### src/rtl/core/pfa_pkg.sv
// shared constants, widths and codes for the page frame allocator
package pfa_pkg;

  // pool geometry
  localparam int FRAME_COUNT = 8192;
  localparam int FRAME_SHIFT = 12;
  localparam int ADDR_W      = 56;
  localparam int BASE_W      = 44;
  localparam int OUT_IDX_W   = 13;

  // map words: one row of the bitmap memory holds WORD_W frame marks
  localparam int WORD_W    = 64;
  localparam int BIT_W     = 6;
  localparam int ROW_COUNT = (FRAME_COUNT + WORD_W - 1) / WORD_W;
  localparam int ROW_W     = (ROW_COUNT > 1) ? $clog2(ROW_COUNT) : 1;
  localparam int IDX_W     = ROW_W + BIT_W;
  localparam int IDXX_W    = (IDX_W > OUT_IDX_W) ? IDX_W : OUT_IDX_W;

  // row summary flags are scanned WORD_W at a time
  localparam int GRP_COUNT = (ROW_COUNT + WORD_W - 1) / WORD_W;
  localparam int GRP_IW    = (GRP_COUNT > 1) ? $clog2(GRP_COUNT) : 1;
  localparam int AVAIL_LEN = GRP_COUNT * WORD_W;

  // request kinds
  localparam logic KIND_ALLOC = 1'b0;
  localparam logic KIND_FREE  = 1'b1;

  // result status codes
  localparam logic [1:0] ST_OK      = 2'd0;
  localparam logic [1:0] ST_FULL    = 2'd1;
  localparam logic [1:0] ST_OUTSIDE = 2'd2;

  // marks of the last row that lie past the end of the pool
  function automatic logic [WORD_W-1:0] last_row_pad();
    logic [WORD_W-1:0] m;
    m = '0;
    for (int b = 0; b < WORD_W; b++) begin
      if ((ROW_COUNT - 1) * WORD_W + b >= FRAME_COUNT) m[b] = 1'b1;
    end
    return m;
  endfunction

  localparam logic [WORD_W-1:0] LAST_ROW_PAD = last_row_pad();

endpackage

### src/rtl/core/pfa_ffs.sv
// shared find-first-set unit: lowest set bit of one map word
module pfa_ffs (
  input  logic [pfa_pkg::WORD_W-1:0] vec,
  output logic                       found,
  output logic [pfa_pkg::BIT_W-1:0]  pos
);
  import pfa_pkg::*;

  // scan from the top so the lowest set bit wins
  always_comb begin
    found = |vec;
    pos   = '0;
    for (int i = WORD_W - 1; i >= 0; i--) begin
      if (vec[i]) pos = BIT_W'(i);
    end
  end

endmodule

### config.mk
export PLATFORM = sky130hd
export DESIGN_NAME = pfa_ffs
export DESIGN_NICKNAME = d
export VERILOG_FILES = /design/src/rtl/core/pfa_pkg.sv /design/src/rtl/core/pfa_ffs.sv
export SDC_FILE = /design/constraint.sdc
export NUM_CORES = 1
export LEC_CHECK = 0
export BUFFER_PORTS_ARGS = -buffer_cell sky130_fd_sc_hd__buf_2
export CAP_MARGIN = 20
export CORE_MARGIN = 3
export CORE_UTILIZATION = 35
export DETAILED_ROUTE_END_ITERATION = 7
export PLACE_DENSITY = 0.72
export RECOVER_POWER = 100
export SLEW_MARGIN = 20
export SYNTH_ARGS = -nofsm -noshare
export SYNTH_HDL_FRONTEND = slang
export SYNTH_SLANG_ARGS = --single-unit
### constraint.sdc
create_clock -name vclk -period 2.2
set_input_delay 0.33 -clock vclk [all_inputs]
set_output_delay 0.33 -clock vclk [all_outputs]
set_load 0.05 [all_outputs]
Word-level counts from Yosys, hierarchy flattened
Index checks and enable logic that the tools add are counted.
- multiplexer cells: 64
- reductions and logical operators: 1
- operator list (operator ; count):
    $mux 6 ; 64
    $reduce_or 64->1 ; 1
- bits of input ports: 64
- logic and storage cells: 65
- register bits after elaboration: 0
- output and inout port bits: 7

Logic depth before layout (Yosys ltp)
- word-level depth: 64
- mapped depth: 5
- depth with buffers taken out: 5

Least setup slack after synthesis
No wires, ideal clock.
- path type: input -> output
- start point: input port vec[15] in the netlist's numbering
- end point: output port pos[5] in the netlist's numbering
- stages on the path: 4
- buffers on the path: 0
- setup slack: -0.801 ns
- arrival: 2.671 ns
- cell sequence: or4_4 nor2b_2 nand3_1 nor4_1
- word-level cells in the longest chain between the ends: 16
- ends and longest elaborated chain (item ; line ; text):
    start: declaration ; pfa_ffs.sv:3 ; input logic [pfa_pkg::WORD_W-1:0] vec,
    $mux 6 (16 in series) ; pfa_ffs.sv:14 ; if (vec[i]) pos = BIT_W'(i);
    end: declaration ; pfa_ffs.sv:5 ; output logic [pfa_pkg::BIT_W-1:0] pos
Every way passes these cells.

Final worst setup path
- start point: input port vec[36] in the netlist's numbering
- end point: output port pos[2] in the netlist's numbering
- word-level cells in the longest chain between the ends: 37
- ends and longest elaborated chain (item ; line):
    $mux 6 (37 in series) ; pfa_ffs.sv:14
Every way passes these cells.

==> run_results.csv <==
group,metric,value,unit
status,status,"finished clean",
final_layout,drive_gt1_share,41.4,%
timing,fmax,468,MHz
final_layout,n_clock_buffer,0,
final_layout,post_layout_nonfiller_instances,250,
timing,period_share,97.1,%
worst_setup_path,cp.arrival,1810,ps
worst_setup_path,required,1870,ps
floorplan,die_x,56.3,um
run,cap_viol_max_count,0,
yosys,syn_avg_cell_area,6.12,um^2
final_layout,seqCellArea,0,um^2
timing,final_period_minus_worst_setup_slack,2140,ps
pwr,power_density,141,nW/um^2
detailed_routing,drtPass1Iterations,4,
grt,grt_pass1_vias,1340,
placed_design,io_buffer_count,71,
yosys,synth_area,887,um^2
detailed_routing,drt_iter0_markers,30,
min_path,min_path_type,"in2out",
final_layout,post-route-cell-area,1410,um^2
timing,worstMarginPinSlew,550,ps
floorplan,ios,71,
final_layout,antenna_cells,0,
worst_setup_path,crit_top_cell,"o211ai_1",
yosys,syn-num-nets,209,
yosys,synthTopCellsByArea,"nor4_1 (11%), nor2_1 (8.0%), nor3_1 (6.8%)",
detailed_routing,routed_wl,3.41,mm
floorplan,die_area,3170,um^2
timing,slew_headroom,63.0,%
floorplan,die_h,56.3,um
worst_setup_path,crit_path_start_kind,"primary input",
worst_setup_path,crit_path_end,"pos[2]",
floorplan,core,2300,um^2
floorplan,rows,17,
placed_design,place_area,1340,um^2
detailed_routing,vias_per_cell,5.81,
floorplan,start_util,38.6,%
worst_setup_path,worstSetupPathType,"in2out",
final_layout,design.seq.count,0,
timing,rsz0062_at_grt,"yes",
yosys,synth.largest_area_cell,"nor4_1",
worst_setup_path,crit_fanout,4,
yosys,seq_area_frac_synth,0,%
pwr,vdd_ir_drop_max,0.0000826,V
worst_setup_path,cp-end-kind,"output pin",
worst_setup_path,critPathLaunch,"vec[36]",
yosys,synth_top_area_share,11.3,%
grt,track_usage,19.9,%
pwr,p_leak,0.586,nW
placed_design,routabilityCongestion,0.903,
detailed_routing,drc_errors,0,
worst_setup_path,slowest_stage,"or4_4",
placed_design,dp.cells,250,
grt,globalRouteOverflowTotal,0,
final_layout,fin_nets,288,
final_layout,syn_to_final_growth,58.7,%
worst_setup_path,crit_chain,"buf_8 -> or4_4 -> nor4_4 -> o211ai_1 -> o211ai_1 -> a21boi_1 -> buf_4",
grt,grt_max_degree,6,
timing,setup_viol_count_final,0,
detailed_routing,ant_nets,0,
timing,hold_slack,1130,ps
grt,grt_first_pass_wirelength,5.46,mm
yosys,yosys_warnings,0,
pwr,fin_total_pwr,0.199,mW
yosys,yosysUniqueCellTypes,40,
placed_design,dp.final_hpwl,3.08,mm
worst_setup_path,cp_slowest_stage_delay,560,ps
final_layout,layout_commonest_cell,"buf_2",
yosys,syn_inst,145,
detailed_routing,vias,1452,
detailed_routing,post_drt_wl_per_cell,13.6,um
grt,antenna_found_initial,0,
final_layout,layout_common_cells,"buf_2 (62), nor2_1 (19), nor4_1 (14)",
timing,slew_viol_final,0,
timing,finalHoldViolations,0,
[logic make-up after synthesis]
logic type | synth area share [%]
compound gates | 36.4
simple gates | 59.4
buf+inv | 4.23
[how the worst min path moves through the flow]
stage | end | startpoint | cells past startpoint | slack [ps]
floorplan | pos[5] | vec[20] | 3 | 900
global placement | pos[3] | vec[1] | 5 | 1120
detailed placement | pos[3] | vec[1] | 5 | 1130
CTS | pos[3] | vec[1] | 5 | 1130
global route | pos[5] | vec[1] | 5 | 1170
finish | pos[5] | vec[1] | 5 | 1130
[report_power, final]
| part | switching, mW | leakage [nW] | total (mW) | internal, mW |
|---|---|---|---|---|
| clock network | 0 | 0 | 0 | 0 |
| logic | 0.111 | 0.586 | 0.199 | 0.0878 |
| registers | 0 | 0 | 0 | 0 |
[Yosys cell counts (2+ instances only)]
library cell	count
or3_1	3
a31oi_1	2
o311ai_1	2
o21a_1	3
o21bai_1	3
nor2b_1	4
or4_4	2
nor4_4	2
nand2_1	9
nor3_1	12
nor2_1	19
nand3_1	6
a21boi_1	2
nand2b_1	4
nor4_1	16
a21oi_1	10
or4_1	3
o31ai_1	3
o21ai_0	6
a211oi_1	2
inv_1	10
o211ai_1	4
[worst max-delay path: cells and delay by family]
kind            cells  cell delay (ps)
simple gates        2              840
compound gates      3              320
buf+inv             2              310
[layer usage]
metal / vias to the layer above / share of wire [%] / track usage, %
met1: 657 / 40 / 23.4
met2: 56 / 52 / 39.2
met5: - / 0 / 0
li1: 733 / - / -
met4: 0 / 1.2 / 1.36
met3: 6 / 7.2 / 2.53
[per-stage QoR]
step                      utilization (%)  TNS [ps]  setup WS (ps)
after detailed placement             58.2     -6.51          -6.51
after global routing                 61.3     -14.5          -14.5
final                                61.3         0           64.6
after CTS                            58.3         0           2.47
after global placement               58.2         0           32.5
after floorplan                         -      -466           -250
[cell type report]
type	instances	area, um^2
tap	28	35.0
inverter	10	37.5
timing repair buffer	77	435
fill	229	890
multi-input combinational	135	900
[repair_timing]
action                     in CTS  in global routing
setup endpoints to repair       1                  6
pin swaps                       0                  5
hold buffers                    0                  0
setup buffers                   0                  0
gates resized for setup         1                 22
Note: power is estimated with default switching activity, not from simulation.
